## config.mk

```make
export PLATFORM = sky130hd
export DESIGN_NAME = toeq_cell
export DESIGN_NICKNAME = d
export VERILOG_FILES = /design/src/time_ordered_event_queue_unit_macros.svh /design/src/toeq_pkg.sv /design/src/toeq_cell.sv
export SDC_FILE = /design/constraint.sdc
export NUM_CORES = 1
export LEC_CHECK = 0
export BUFFER_PORTS_ARGS = -buffer_cell sky130_fd_sc_hd__buf_2
export CAP_MARGIN = 40
export CORE_AREA = 3 3 135 137
export DETAILED_ROUTE_END_ITERATION = 10
export DIE_AREA = 0 0 138 140
export GPL_ROUTABILITY_DRIVEN = 0
export GPL_TIMING_DRIVEN = 0
export SYNTH_ARGS = -nofsm -noshare
export SYNTH_HDL_FRONTEND = slang
export SYNTH_SLANG_ARGS = --single-unit
```

## constraint.sdc

```tcl
create_clock -name clk -period 19.1 [get_ports clk]
set_input_delay 3.82 -clock clk [delete_from_list [all_inputs] [get_ports clk]]
set_output_delay 3.82 -clock clk [all_outputs]
set_load 0.01 [all_outputs]
```

## src/time_ordered_event_queue_unit_macros.svh

```systemverilog
// assertion macros for the event queue rtl
// no dependencies; included by the top level, which carries the concurrent checks
`ifndef TIME_ORDERED_EVENT_QUEUE_UNIT_MACROS_SVH
`define TIME_ORDERED_EVENT_QUEUE_UNIT_MACROS_SVH

// condition holds at every edge outside reset
`define TOEQ_ASSERT_ALWAYS(name, clk, rst_n, cond) \
    name: assert property (@(posedge clk) disable iff (!rst_n) (cond)) \
        else $error("event queue check failed: invariant");

// consequent holds in the same cycle as the antecedent
`define TOEQ_ASSERT_IMPLIES(name, clk, rst_n, ante, cons) \
    name: assert property (@(posedge clk) disable iff (!rst_n) (ante) |-> (cons)) \
        else $error("event queue check failed: same-cycle implication");

// consequent holds in the cycle after the antecedent
`define TOEQ_ASSERT_NEXT(name, clk, rst_n, ante, cons) \
    name: assert property (@(posedge clk) disable iff (!rst_n) (ante) |=> (cons)) \
        else $error("event queue check failed: next-cycle implication");

`endif

```

## src/toeq_pkg.sv

```systemverilog
// shared types, codes and defaults for the time-ordered event queue
// no dependencies; imported by every module of the block
`timescale 1ns / 1ps
`default_nettype none

package toeq_pkg;

    localparam int DEF_QUEUE_DEPTH = 64;
    localparam int DEF_TIME_BITS   = 32;

    localparam int FIELD_TIME_W = 32;
    localparam int OCC_W        = 7;
    localparam int IN_TDATA_W   = 80;
    localparam int OUT_TDATA_W  = 120;

    localparam logic [1:0] MODE_INSERT = 2'd0;
    localparam logic [1:0] MODE_POP    = 2'd1;
    localparam logic [1:0] MODE_CANCEL = 2'd2;

    localparam logic [1:0] STAT_OK        = 2'd0;
    localparam logic [1:0] STAT_EMPTY     = 2'd1;
    localparam logic [1:0] STAT_FULL      = 2'd2;
    localparam logic [1:0] STAT_NOT_FOUND = 2'd3;

    typedef struct packed {
        logic [7:0]  kind;
        logic [9:0]  owner;
        logic [7:0]  port;
        logic [15:0] handle;
    } payload_t;

    typedef enum logic [1:0] {
        CELL_HOLD,
        CELL_INSERT,
        CELL_SHIFT,
        CELL_REMOVE
    } cell_op_t;

    typedef struct packed {
        logic     eval;
        cell_op_t op;
    } cell_ctl_t;

endpackage

`default_nettype wire

```

## src/toeq_cell.sv

```systemverilog
// one slot of the sorted event chain: stored event, compare flags, neighbor moves
// depends on toeq_pkg
`timescale 1ns / 1ps
`default_nettype none

module toeq_cell
    import toeq_pkg::*;
#(
    parameter int TIME_BITS = DEF_TIME_BITS
) (
    input  wire logic                 clk,
    input  wire logic                 rst_n,
    input  wire cell_ctl_t            ctl,
    input  wire logic                 occupied,
    input  wire logic [TIME_BITS-1:0] key_time,
    input  wire logic [15:0]          key_handle,
    input  wire logic [TIME_BITS-1:0] new_time,
    input  wire payload_t             new_payload,
    input  wire logic [TIME_BITS-1:0] left_time,
    input  wire payload_t             left_payload,
    input  wire logic                 left_le,
    input  wire logic [TIME_BITS-1:0] right_time,
    input  wire payload_t             right_payload,
    input  wire logic                 pre_hit,
    output logic [TIME_BITS-1:0]      slot_time,
    output payload_t                  slot_payload,
    output logic                      le,
    output logic                      match
);

    logic [TIME_BITS-1:0] time_reg;
    logic [TIME_BITS-1:0] time_next;
    payload_t             payload_reg;
    payload_t             payload_next;
    logic                 le_reg;
    logic                 match_reg;

    always_comb
    begin
        time_next    = time_reg;
        payload_next = payload_reg;
        case (ctl.op)
            CELL_INSERT:
            begin
                // keep if at or before the key, take the new event at the boundary, else the left neighbor's
                if (!le_reg)
                begin
                    if (left_le)
                    begin
                        time_next    = new_time;
                        payload_next = new_payload;
                    end
                    else
                    begin
                        time_next    = left_time;
                        payload_next = left_payload;
                    end
                end
            end
            CELL_SHIFT:
            begin
                time_next    = right_time;
                payload_next = right_payload;
            end
            CELL_REMOVE:
            begin
                if (pre_hit)
                begin
                    time_next    = right_time;
                    payload_next = right_payload;
                end
            end
            default:
            begin
                time_next    = time_reg;
                payload_next = payload_reg;
            end
        endcase
    end

    always_ff @(posedge clk)
    begin
        time_reg    <= time_next;
        payload_reg <= payload_next;
    end

    always_ff @(posedge clk or negedge rst_n)
    begin
        if (!rst_n)
        begin
            le_reg    <= 1'b0;
            match_reg <= 1'b0;
        end
        else if (ctl.eval)
        begin
            le_reg    <= occupied && (time_reg <= key_time);
            match_reg <= occupied && (payload_reg.handle == key_handle);
        end
    end

    assign slot_time    = time_reg;
    assign slot_payload = payload_reg;
    assign le           = le_reg;
    assign match        = match_reg;

endmodule

`default_nettype wire

```

Word level (Yosys, flattened, before mapping). Index checks and enable logic that the tools add are counted.

Register bits after elaboration: 76. Input bits: 278. Logic and storage cells: 26.

$lt $le $gt $ge: 1. Equal/unequal tests: 6. Mux-type cells: 8. Reduce and logical (&&, ||, !) cells: 4.

Operators by type and width (number): $mux 42 (3); $pmux 42 s3 (1); $mux 32 (3); $pmux 32 s3 (1); $le 32x32->1 (1); $eq 16x16->1 (1); $eq 2x2->1 const B (2); $ne 2x2->1 const B (2); $reduce_and 3->1 (1); $reduce_bool 3->1 (1); $eq 2x1->1 const B (1); $logic_and 1x1->1 (2).

Longest topological paths before layout.
Depth after elaboration: 3. Gate-level depth with buffers: 7. Mapped depth without buffers: 7.

Worst setup path before layout. Ideal clock, no wire load.

Path kind: input port to flip-flop. Start point: input port ctl[1] (netlist bit). End point: register payload_reg, in the netlist slot_payload[0], enable pin. Library setup time: 0.616 ns. Arrival time: 9.476 ns. Data required time: 18.484 ns. Path slack: 9.008 ns. Cell stages on the path: 2. Buffers on the path: 1. Path through: clkbuf_1 o31ai_1.

Word-level cells in the longest chain between the ends: 3. Elaborated cells on any way between the ends: 7.

Ends and longest elaborated chain: start: declaration (RTL line toeq_cell.sv:13) `input wire cell_ctl_t ctl,`; $eq 2x1->1 or $eq 2x2->1 (tied branches) (RTL line toeq_cell.sv:42) `case (ctl.op)`; $ne 2x2->1 (no line) or $reduce_bool 3->1 (tied branches); $reduce_and 3->1 (no line) *; end signal: assignment (RTL line toeq_cell.sv:84) `payload_reg <= payload_next;`; end: declaration (RTL line toeq_cell.sv:33) `payload_t payload_reg;`.

Mark *: on every way between the ends. The rest lies on a longest branch, timed or not. A chain may end at the register's enable or synchronous reset.

Worst setup path in the final report.
Start point: input port ctl[1] (netlist bit). End point: register payload_reg, in the netlist slot_payload[31], enable pin.

The elaborated chain is that of the path after synthesis.

==> reports/results.ini <==
[status]
status = complete, no violations

[cts]
cts-root-buf = clkbuf_16
clkLatencyLatePin_ns = 0.33
cts_tree = yes
cts_sinks = 76
h-tree-depth = 3
cts_resized = 0
cts_made_buffers = 9
clk_pin_slew_ns = 0.06
post_cts_buffers = 0
hold_buffers = 0
cts_buffer_depth = 2

[finish]
diodes = 0
drive_above_1_share = 0.455
nFillCells = 1737
seqCellArea_sq_um = 2270
nNetsFinal = 1140
area_growth_pct = 50.9
finish.instance_area_sq_um = 7230
final_core_util = 0.421
largest_reg_flops = 42
multi_input_area_sq_um = 2300

[synth]
synth_area_leaders = edfxtp_1 46%, mux2i_1 15%, ha_1 8.4%, o21ai_0 7.9%, nand2_1 6.3%
synth_top_family_by_area = multiplexers
synth_top_area_share = 0.464
synthCells = 463
synth_fa_ha_area_frac = 0.0836
yosysSeqAreaShare = 0.474
synth.net_count = 773
synth_ff_type = edfxtp_1
synthArstFlopShare = 0.0263
synth.largest_area_cell = edfxtp_1
yosys.area_share.xor_xnor = 0.0293
synth-edff-count = 74
netlist-cell-type-count = 32
synth_warnings = 0
synth_mux_area_frac = 0.155
synth.avg_cell_area_sq_um = 10.3
synth_compound_area_frac = 0.115
netlist_area_sq_um = 4790
yosys.area_share.simple = 0.0956
ys_ff_latch = 76

[timing]
fin_crit_sh = 0.272
fin_setup_tns_ns = 0
skew_ns = 0.00427
worstMarginPinSlew_ns = 0.771
max-slew-margin-rel = 0.486
fmax_mhz = 192
setup_ws_ns = 13.90
rsz0062_at_grt = no
finalMaxSlewViolations = 0
period_minus_slack_ns = 5.20
hold_viol_final = 0
setup_viol = 0

[detailed_routing]
drtAntennaViolNets = 0
routedWlPerCell_microns = 15.7
drtIter0Drc = 104
viasPerCell = 4.42
first_pass_iters = 4
routed_wl_mm = 16.7
drc = 0
vias = 4688

[place]
dp_slack_ns = 13.51
numPortBuffers = 351
dpl_cell_area_sq_um = 6920
hpwl_mm = 14.1

[die]
rows = 48
die-area_sq_um = 19300
coreArea_sq_um = 17200
die_h_microns = 140
ios = 354
start_util = 0.279
die_w_microns = 138

[setup_path]
r2r-end = le$_DFFE_PN0P_
r2r-start = slot_time[13]$_DFFE_PP_
worstSetupStartpointType = input pin
critPathArrivalTime_ns = 5.23
path_max_fanout = 15
worst_ep_required_time_ns = 19.14
critical_path_class = input pin to flop
reg2reg_depth = 6
endpoint_kind = flop
regToRegSetupSlack_ns = 17.14

[power]
p_leak_nw = 3.66
power.total_mw = 0.510
ir_worst_vdd_mv = 0.0464
power_density_nw_per_um2 = 70.5

[hold_path]
hold_start = match$_DFFE_PN0P_
min_path_type = flop to flop
min_to = match$_DFFE_PN0P_
hold_depth = 1

[global_routing]
grt_pass1_vias = 4986
gr-usage-met2 = 0.308
grt_max_degree = 19
antenna_found_initial = 0
grt-ovfl-total = 0
grt_usage = 0.166
grt_busiest_layer = met2
grtUsageMet1 = 0.178
grt_pass1_wl_mm = 25.5
grt_util_met3 = 0.0570

[job]
cap_violations = 0

per-stage QoR:
stage,instances,hold slack [ns]
3_3_place_gp,1039,0.497
2_1_floorplan,463,0.546
5_1_grt,1060,0.553
3_5_place_dp,1044,0.496
6_report,1060,0.513
4_1_cts,1060,0.509
cell families after synthesis:
family / after synthesis
adder cells (fa/ha/maj): 32
flip-flops: 76
AND/OR/NAND/NOR: 104
buffers and inverters: 58
XOR/XNOR: 16
AO/OA/AOI/OAI: 103
multiplexers: 74
cells in the mapped netlist (2+ instances only):
cell type and instances:
mux2i_1 74, a21o_1 4, a21oi_1 13, nand2_1 80, nand3_1 6, edfxtp_1 74, nand4_1 9, dfrtp_1 2
or4_1 2, buf_2 7, ha_1 32, xnor2_1 15, nor2_1 2, o21ai_0 76, clkbuf_1 17, inv_1 34
per-layer routing:
| layer | share of wire | up-vias |
|---|---|---|
| met5 | 0 | - |
| met4 | 0.019 | 0 |
| met3 | 0.082 | 25 |
| met2 | 0.53 | 217 |
| met1 | 0.37 | 2041 |
| li1 | - | 2405 |
cells in the final DEF, fill, tap and decap left out, types with 13 or more instances in the layout:
master	netlist	final
buf_2	7	358
nand2_1	80	80
o21ai_0	76	76
mux2i_1	74	74
edfxtp_1	74	74
inv_1	34	34
ha_1	32	32
clkbuf_1	17	20
xnor2_1	15	15
a21oi_1	13	13
cell type report:
class                   count  area share
flip-flops and latches     76       0.314
multi-input cells         329       0.319
repair buffers            356       0.253
plain buffers              24      0.0137
well taps                 225      0.0390
clock buffers              12      0.0327
clock inverters             4      0.0102
inverters                  34      0.0177
how the worst max path moves through the flow:
| stage | start | to | slack, ns | cells past startpoint |
|---|---|---|---|---|
| floorplan | ctl[1] | slot_payload[0]$_DFFE_PP_ | 9.01 | 2 |
| global placement | ctl[1] | slot_payload[25]$_DFFE_PP_ | 6.19 | 2 |
| detailed placement | ctl[1] | slot_payload[31]$_DFFE_PP_ | 13.51 | 6 |
| CTS | ctl[1] | slot_payload[31]$_DFFE_PP_ | 13.87 | 6 |
| global route | ctl[1] | slot_payload[31]$_DFFE_PP_ | 13.79 | 6 |
| finish | ctl[1] | slot_payload[31]$_DFFE_PP_ | 13.90 | 6 |
power breakdown:
part	internal, mW	switching [mW]
Clock	0.115	0.0658
Sequential	0.204	0.00792
Combinational	0.0571	0.0602
critical path, stage by stage:
cell and delay [ns]:
clkbuf_1 0.38, o21ai_0 0.28, o31ai_4 0.14, buf_8 0.22, buf_8 0.19, buf_8 0.18
Note: power is estimated with default switching activity, not from simulation.
