### config.mk
export PLATFORM = sky130hd
export DESIGN_NAME = toeq_prefix
export DESIGN_NICKNAME = d
export VERILOG_FILES = /design/src/time_ordered_event_queue_unit_macros.svh /design/src/toeq_pkg.sv /design/src/toeq_prefix.sv
export SDC_FILE = /design/constraint.sdc
export NUM_CORES = 1
export LEC_CHECK = 0
export BUFFER_PORTS_ARGS = -buffer_cell sky130_fd_sc_hd__buf_2
export CAP_MARGIN = 20
export CELL_PAD_IN_SITES_DETAIL_PLACEMENT = 0
export CELL_PAD_IN_SITES_GLOBAL_PLACEMENT = 1
export CORE_MARGIN = 2
export CORE_UTILIZATION = 20
export DETAILED_ROUTE_END_ITERATION = 7
export PLACE_DENSITY = 0.95
export SLEW_MARGIN = 25
export SYNTH_ARGS = -nofsm -noshare
export SYNTH_HDL_FRONTEND = slang
export SYNTH_SLANG_ARGS = --single-unit
### constraint.sdc
create_clock -name vclk -period 3.9
set_input_delay 0.39 -clock vclk [all_inputs]
set_output_delay 0.39 -clock vclk [all_outputs]
set_load 0.05 [all_outputs]
### src/time_ordered_event_queue_unit_macros.svh
// assertion macros for the event queue rtl
// no dependencies; included by the top level, which carries the concurrent checks
`ifndef TIME_ORDERED_EVENT_QUEUE_UNIT_MACROS_SVH
`define TIME_ORDERED_EVENT_QUEUE_UNIT_MACROS_SVH

// condition holds at every edge outside reset
`define TOEQ_ASSERT_ALWAYS(name, clk, rst_n, cond) \
    name: assert property (@(posedge clk) disable iff (!rst_n) (cond)) \
        else $error("event queue check failed: invariant");

// consequent holds in the same cycle as the antecedent
`define TOEQ_ASSERT_IMPLIES(name, clk, rst_n, ante, cons) \
    name: assert property (@(posedge clk) disable iff (!rst_n) (ante) |-> (cons)) \
        else $error("event queue check failed: same-cycle implication");

// consequent holds in the cycle after the antecedent
`define TOEQ_ASSERT_NEXT(name, clk, rst_n, ante, cons) \
    name: assert property (@(posedge clk) disable iff (!rst_n) (ante) |=> (cons)) \
        else $error("event queue check failed: next-cycle implication");

`endif

### src/toeq_pkg.sv
// shared types, codes and defaults for the time-ordered event queue
// no dependencies; imported by every module of the block
`timescale 1ns / 1ps
`default_nettype none

package toeq_pkg;

    localparam int DEF_QUEUE_DEPTH = 64;
    localparam int DEF_TIME_BITS   = 32;

    localparam int FIELD_TIME_W = 32;
    localparam int OCC_W        = 7;
    localparam int IN_TDATA_W   = 80;
    localparam int OUT_TDATA_W  = 120;

    localparam logic [1:0] MODE_INSERT = 2'd0;
    localparam logic [1:0] MODE_POP    = 2'd1;
    localparam logic [1:0] MODE_CANCEL = 2'd2;

    localparam logic [1:0] STAT_OK        = 2'd0;
    localparam logic [1:0] STAT_EMPTY     = 2'd1;
    localparam logic [1:0] STAT_FULL      = 2'd2;
    localparam logic [1:0] STAT_NOT_FOUND = 2'd3;

    typedef struct packed {
        logic [7:0]  kind;
        logic [9:0]  owner;
        logic [7:0]  port;
        logic [15:0] handle;
    } payload_t;

    typedef enum logic [1:0] {
        CELL_HOLD,
        CELL_INSERT,
        CELL_SHIFT,
        CELL_REMOVE
    } cell_op_t;

    typedef struct packed {
        logic     eval;
        cell_op_t op;
    } cell_ctl_t;

endpackage

`default_nettype wire

### src/toeq_prefix.sv
// log-depth prefix or over the cancel hit flags and first-hit one-hot
// depends on toeq_pkg
`timescale 1ns / 1ps
`default_nettype none

module toeq_prefix
    import toeq_pkg::*;
#(
    parameter int N = DEF_QUEUE_DEPTH
) (
    input  wire logic [N-1:0] hit,
    output logic [N-1:0]      pre,
    output logic [N-1:0]      first
);

    localparam int LEVELS = $clog2(N);

    logic [N-1:0] stage [LEVELS+1];

    always_comb
    begin
        stage[0] = hit;
        for (int s = 0; s < LEVELS; s++)
        begin
            for (int i = 0; i < N; i++)
            begin
                if (i >= (1 << s))
                    stage[s+1][i] = stage[s][i] | stage[s][i - (1 << s)];
                else
                    stage[s+1][i] = stage[s][i];
            end
        end
    end

    assign pre   = stage[LEVELS];
    assign first = hit & ~(stage[LEVELS] << 1);

endmodule

`default_nettype wire

# Word-level counts from Yosys, hierarchy flattened
# Index checks and enable logic that the tools add are counted.
dict set report word_totals {
  ff_bits 0
  latch_bits 0
  ramBits 0
  romBits 0
  wordCells 323
  memories 0
}
dict set report classes {
  addsub 0
  mul 0
  n_div 0
  n_lt_le_gt_ge 0
  n_eq_ne 0
  n_shift 0
  muxes 0
  bitwise 323
  n_reduce_logical 0
}
# cell n
set op_table {}
lappend op_table {{$or 1x1->1} 321}
lappend op_table {{$and 64x64->64} 1}
lappend op_table {{$not 64->64} 1}

# Logic depth before layout (Yosys ltp)
# Gate-level depths: netlist of run 1.
dict set report logic_depth {
  ltp_word 8
  ltp_mapped 8
  depth_no_buf 6
}

# Worst setup path before layout of run 1
# Ideal clock, no wire load.
dict set report synth_timing {
  kind {input to output}
  start {input hit[1]}
  end {output first[13]}
  arrival_time_ns 3.412
  t_required_ns 3.510
  slack_ns 0.098
  cell_stages 5
  cell_sequence {nor2_1 -> inv_1 -> nor4_2 -> nand2_1 -> nor4b_1}
}
dict set report synth_via {
  elab_chain_len 6
}
# element line
set synth_lines {}
lappend synth_lines {{start: declaration} toeq_prefix.sv:11} ;# input wire logic [N-1:0] hit,
lappend synth_lines {{$or 1x1->1 (4 in a row)} toeq_prefix.sv:28} ;# stage[s+1][i] = stage[s][i] | stage[s][i - (1 << s)];
lappend synth_lines {{$not 64->64} toeq_prefix.sv:36} ;# assign first = hit & ~(stage[LEVELS] << 1);
lappend synth_lines {{$and 64x64->64} toeq_prefix.sv:36}
lappend synth_lines {{end: declaration} toeq_prefix.sv:13} ;# output logic [N-1:0] first
# Every way passes these cells.

# Final worst setup path of run 1
dict set report layout_timing {
  start {input hit[4]}
  end {output first[46]}
}
dict set report layout_via {
  elab_chain_len 7
}
# element line
set layout_lines {}
lappend layout_lines {{$or 1x1->1 (5 in a row)} toeq_prefix.sv:28}
lappend layout_lines {{$not 64->64} toeq_prefix.sv:36}
lappend layout_lines {{$and 64x64->64} toeq_prefix.sv:36}
# Every way passes these cells.

==> key figures, run 1 <==
Run status
  • Status: finished clean

Timing
  • Final Hold Viols: 0
  • Worst slew pin tran: roughly 0.72 ns
  • Final Max Slew Viols: 0
  • Final Setup Violations: 0
  • Setup TNS: 0 ns
  • Fin crit period: around 3.0 ns
  • Tcrit/Tclk final: 77.6%
  • Setup WS post-layout: roughly 0.87 ns
  • Max-slew headroom: ~52%
  • RSZ-0062 raised after global routing: no
  • Fmax: ~330 MHz

GRT
  • Met3 Usage GRT: under 10%
  • Largest net degree at the start of global routing: 46
  • GRT busiest layer: met2
  • First-pass GRT wire length: roughly 11000 um
  • Initial antenna violation count: 0
  • Total GRT Usage: between 15 and 20%
  • GRT met1 Usage: between 10% and 20%
  • Met2 GRT Util: between 30 and 40%
  • Grt total ovfl: 0
  • Vias in the first global route: between 2k and 2.5k

Clocking
  • Post-CTS sizing: 0
  • Setup bufs post-CTS: 0
  • # hold bufs at CTS: 0

Finish
  • Clock Buffer Count: 0
  • FF+latch area: 0 um^2
  • Layout cells sized above 1: 50.8%
  • Most frequent cells in the layout: 192 x buf_2, 31 x nor2_1, 28 x nand2_1, 28 x nand3_1, 23 x and3_1
  • Commonest non-fill, non-tap cell in the layout: buf_2
  • Fillcell total: between 800 and 900
  • Layout area overhead: 73.9%
  • Number of diodes: 0
  • Nets: between 400 and 500
  • Fin cells: 532
  • Seq_cells: 0
  • Multi-input gate area: 1340 um^2

Worst setup path
  • Crit path DAT: 2.64 ns
  • Worst-path fanout max: 45
  • Crit Path Category: in -> out
  • CP required: around 3.5 ns
  • Startpoint Class: primary input
  • Crit. End Element: primary output

Run
  • Max_cap viols: 0

Die
  • Core area: a little over 7000 um^2
  • Rows: 31
  • Starting Density: between 20% and 30%
  • Die W: just under 90 um
  • DIE HEIGHT: 89.1 um
  • Die footprint: just under 8000 um^2
  • IO Count: about 190

Yosys
  • Mapped Cells: 245
  • Post-synth cell types: 32
  • Sequential area share after synthesis: 0%
  • Share of the synthesized area in the top cell type: slightly below 10%
  • Post-synth top area cell: and3_1
  • Mapped cell area: 1450 um^2
  • Syn nets: approximately 310
  • Syn Area/Cell: 5.91 um^2
  • Synth Warn #: 0
  • Largest cells by area after synthesis: and3_1 9.9%, nand3_1 9.7%, nor2_1 8.0%

Route
  • Vias: around 2.6k
  • DRT iter0 DRCs: just over 100
  • Total Wirelength: about 7600 um
  • Final ANT Viol Nets: 0
  • Via density: slightly below 5
  • DR WL/cell: roughly 14 um
  • DR DRC count: 0
  • Drt first pass iters: 4

Place
  • Dpl hpwl: roughly 6400 um
  • Placed Cells: about 530
  • Port Buffers: about 190
  • Placement Setup Slack: around 0.86 ns
  • Gpl congestion: between 0.8 and 0.9

Power
  • Seq pwr share: 0%
  • Lkg Pwr: roughly 1.2 nW
  • Switching Fraction: a little under two thirds
  • Worst VDD drop: ~0.032 mV
  • Pwr dens: ~45 nW/um^2
  • Power Total: approximately 0.11 mW
  • NetSw: about 0.07 mW
  • Combinational power share: 100.0%
  • Pint: ~0.04 mW
  • Clock power frac: 0%

Worst hold path
  • Hold Path Class: in -> out
## power groups by stage
stage / clock [mW] / combinational, mW / sequential [mW]
2_1_floorplan: 0 / 0.0457 / 0
3_3_place_gp: 0 / 0.111 / 0
3_5_place_dp: 0 / 0.113 / 0
4_1_cts: 0 / 0.113 / 0
5_1_grt: 0 / 0.124 / 0
6_report: 0 / 0.113 / 0
## stage by stage
step	cell area (um^2)	util, %	hold WS, ns
6_report	2520	35.3	1.12
5_1_grt	2520	35.3	1.13
4_1_cts	2520	35.3	1.12
3_5_place_dp	2520	35.3	1.12
3_3_place_gp	2520	35.3	1.12
2_1_floorplan	1450	-	0.882
## final timing paths
kind | cells after the start | slack [ns] | from | to
worst min-delay path | 2 | 1.12 | hit[0] | pre[0]
worst max-delay path | 8 | 0.87 | hit[4] | first[46]
## metal layers
metal,up-vias,wire [um]
met4,0,53
li1,1299,-
met3,6,632
met1,1203,2900
met2,119,4020
met5,-,0
## cell type report
class | count | area share [%]
Inverter | 14 | 2.09
Multi-Input combinational cell | 221 | 53.0
Timing Repair Buffer | 198 | 40.0
Tap cell | 99 | 4.92
## worst max-delay path, stage by stage
cell and delay (ns):
buf_2 0.11, nor3_1 0.39, and4_1 0.45, inv_2 0.12, nor3_4 0.21, buf_4 0.41
and4_1 0.28, buf_2 0.27
## synth_stat cells, types with 5 or more instances
master     n
and4_1     7
nor3_2     6
and3_1    23
or3_1     11
nor4_1    15
nand3_1   28
clkbuf_1   5
nor4b_1    6
inv_1     11
nand4_1    7
nor3_1    18
nand2_1   28
nor2_1    31
and2_1     6
## logic make-up after synthesis
kind of cell  share of synthesized area [%]
simple gates                           92.2
buf+inv                                7.78
Power figures use the tool's default switching activity.
==> run 2, diff against run 1 <==
CORE_UTILIZATION = 19   (was 20)
PLACE_DENSITY = 0.92   (was 0.95)
clock period = 2.9 ns   (was 3.9 ns; I/O delays follow)
==> key figures, run 2 (synthesis gave the netlist of run 1 again) <==
Worst setup path
  • Worst-path fanout max: 9 (was 45)
  • CP required: 2.61 ns (was 3.51 ns)
  • Cell Chain, Critical Path: buf_2, or4_4, or3_1, nor3_4, and4_1, buf_2 (was buf_2, nor3_1, and4_1, inv_2, nor3_4, buf_4, and4_1, buf_2)
  • Crit Path Category: in -> out (unchanged)
  • Crit path DAT: 2.49 ns (was 2.64 ns)
  • Critical path's most frequent cell: buf_2
  • CP max stage cell: or3_1 (was and4_1)
  • Crit. End Element: primary output (unchanged)
  • Top Family by Delay on Critical Path: simple AND/OR/NAND/NOR gates (unchanged)
  • Startpoint Class: primary input (unchanged)
  • WP buf/inv: 2 (was 4)
  • Slowest stage delay, CP: 0.57 ns (was 0.45 ns)

Timing
  • Final Max Slew Viols: 0 (unchanged)
  • Tcrit/Tclk final: a little over nine tenths
  • Fin crit period: 2.78 ns
  • Final Hold Viols: 0 (unchanged)
  • Final Setup Violations: 0 (unchanged)
  • RSZ-0062 raised after global routing: no (unchanged)
  • Worst slew pin tran: 0.573 ns (was 0.717 ns)
  • Fmax: ~360 MHz
  • Max-slew headroom: 61.5% (was 51.5%)

Finish
  • FF+latch area: 0 um^2 (unchanged)
  • Fin cells: 540 (was 532)
  • Design Area, Final: 2650 um^2 (was 2520 um^2)
  • Seq_cells: 0 (unchanged)
  • Most frequent cells in the layout: 192 x buf_2, 31 x nor2_1, 28 x nand2_1, 28 x nand3_1, 23 x and3_1 (unchanged)
  • Clock Buffer Count: 0 (unchanged)
  • Number of diodes: 0 (unchanged)
  • Layout cells sized above 1: 54.0% (was 50.8%)
  • Commonest non-fill, non-tap cell in the layout: buf_2 (unchanged)
  • Layout area overhead: 82.7% (was 73.9%)
  • Nets: 507 (was 499)

Place
  • Dpl hpwl: 6960 um (was 6430 um)
  • Port Buffers: 192 (unchanged)
  • Gpl congestion: 0.848 (was 0.804)
  • Placed Cells: 540 (was 532)
  • Placed cell area: 2650 um^2 (was 2520 um^2)

GRT
  • Grt total ovfl: 0 (unchanged)
  • Initial antenna violation count: 0 (unchanged)
  • Largest net degree at the start of global routing: 46 (unchanged)
  • Total GRT Usage: 17.9% (was 16.8%)
  • First-pass GRT wire length: 12500 um (was 10700 um)
  • Vias in the first global route: 2611 (was 2260)

Clocking
  • # hold bufs at CTS: 0 (unchanged)
  • Setup bufs post-CTS: 0 (unchanged)
  • Post-CTS sizing: 0 (unchanged)

Die
  • IO Count: 192 (unchanged)
  • Die W: 91.3 um (was 89.1 um)
  • DIE HEIGHT: 91.3 um (was 89.1 um)
  • Core area: 7330 um^2 (was 7140 um^2)
  • Die footprint: 8330 um^2 (was 7930 um^2)
  • Starting Density: 19.7% (was 20.3%)
  • Rows: 31 (unchanged)

Route
  • Total Wirelength: 8090 um (was 7610 um)
  • DRT iter0 DRCs: 95 (was 102)
  • Via density: 4.90 (was 4.94)
  • Final ANT Viol Nets: 0 (unchanged)
  • DR DRC count: 0 (unchanged)
  • Drt first pass iters: 4 (unchanged)
  • Vias: 2648 (was 2627)
  • DR WL/cell: 15.0 um (was 14.3 um)

Worst hold path
  • Hold Path Class: in -> out (unchanged)

Run status
  • Status: finished clean (unchanged)

Power
  • Worst VDD drop: 0.0421 mV (was 0.0323 mV)
  • Lkg Pwr: 1.24 nW (was 1.19 nW)
  • Pwr dens: 60.6 nW/um^2 (was 44.9 nW/um^2)

Run
  • Max_cap viols: 0 (unchanged)
==> run 2: metal layers <==
| layer | wire (um) | global-route usage [%] | share of wire (%) |
|---|---|---|---|
| met2 | 4420 | 37.3 | 55 |
| met5 | 0 | 0 | 0 |
| met4 | 53 | 1.01 | 0.65 |
| met3 | 627 | 3.32 | 7.7 |
| met1 | 3000 | 19.0 | 37 |
==> run 2: worst paths after layout <==
| kind | from | to | slack, ns | cells after the start |
|---|---|---|---|---|
| max | hit[32] | first[54] | 0.12 | 6 |
| min | hit[0] | first[0] | 0.92 | 2 |
==> run 2: area by class of cell <==
type                            count  area [um^2]
Multi-Input combinational cell    221         1390
Tap cell                           99          124
Inverter                           14         52.6
Timing Repair Buffer              206         1080
Fill cell                         816         4690
==> run 2: power by group <==
group | switching [mW] | internal [mW] | total (mW)
logic | 0.102 | 0.0586 | 0.160
registers | 0 | 0 | 0
clock network | 0 | 0 | 0
total | 0.102 | 0.0586 | 0.160
==> run 2: through the flow <==
step | hold WS (ns) | utilization, % | setup WS [ns] | TNS (ns) | total power, mW
final | 0.916 | 36.1 | 0.118 | 0 | 0.160
after global routing | 0.922 | 36.1 | 0.0190 | 0 | 0.174
after CTS | 0.916 | 36.1 | 0.113 | 0 | 0.159
after detailed placement | 0.916 | 36.1 | 0.117 | 0 | 0.159
after global placement | 0.914 | 36.1 | 0.143 | 0 | 0.155
after floorplan | 0.681 | - | -0.511 | -2.18 | 0.0625
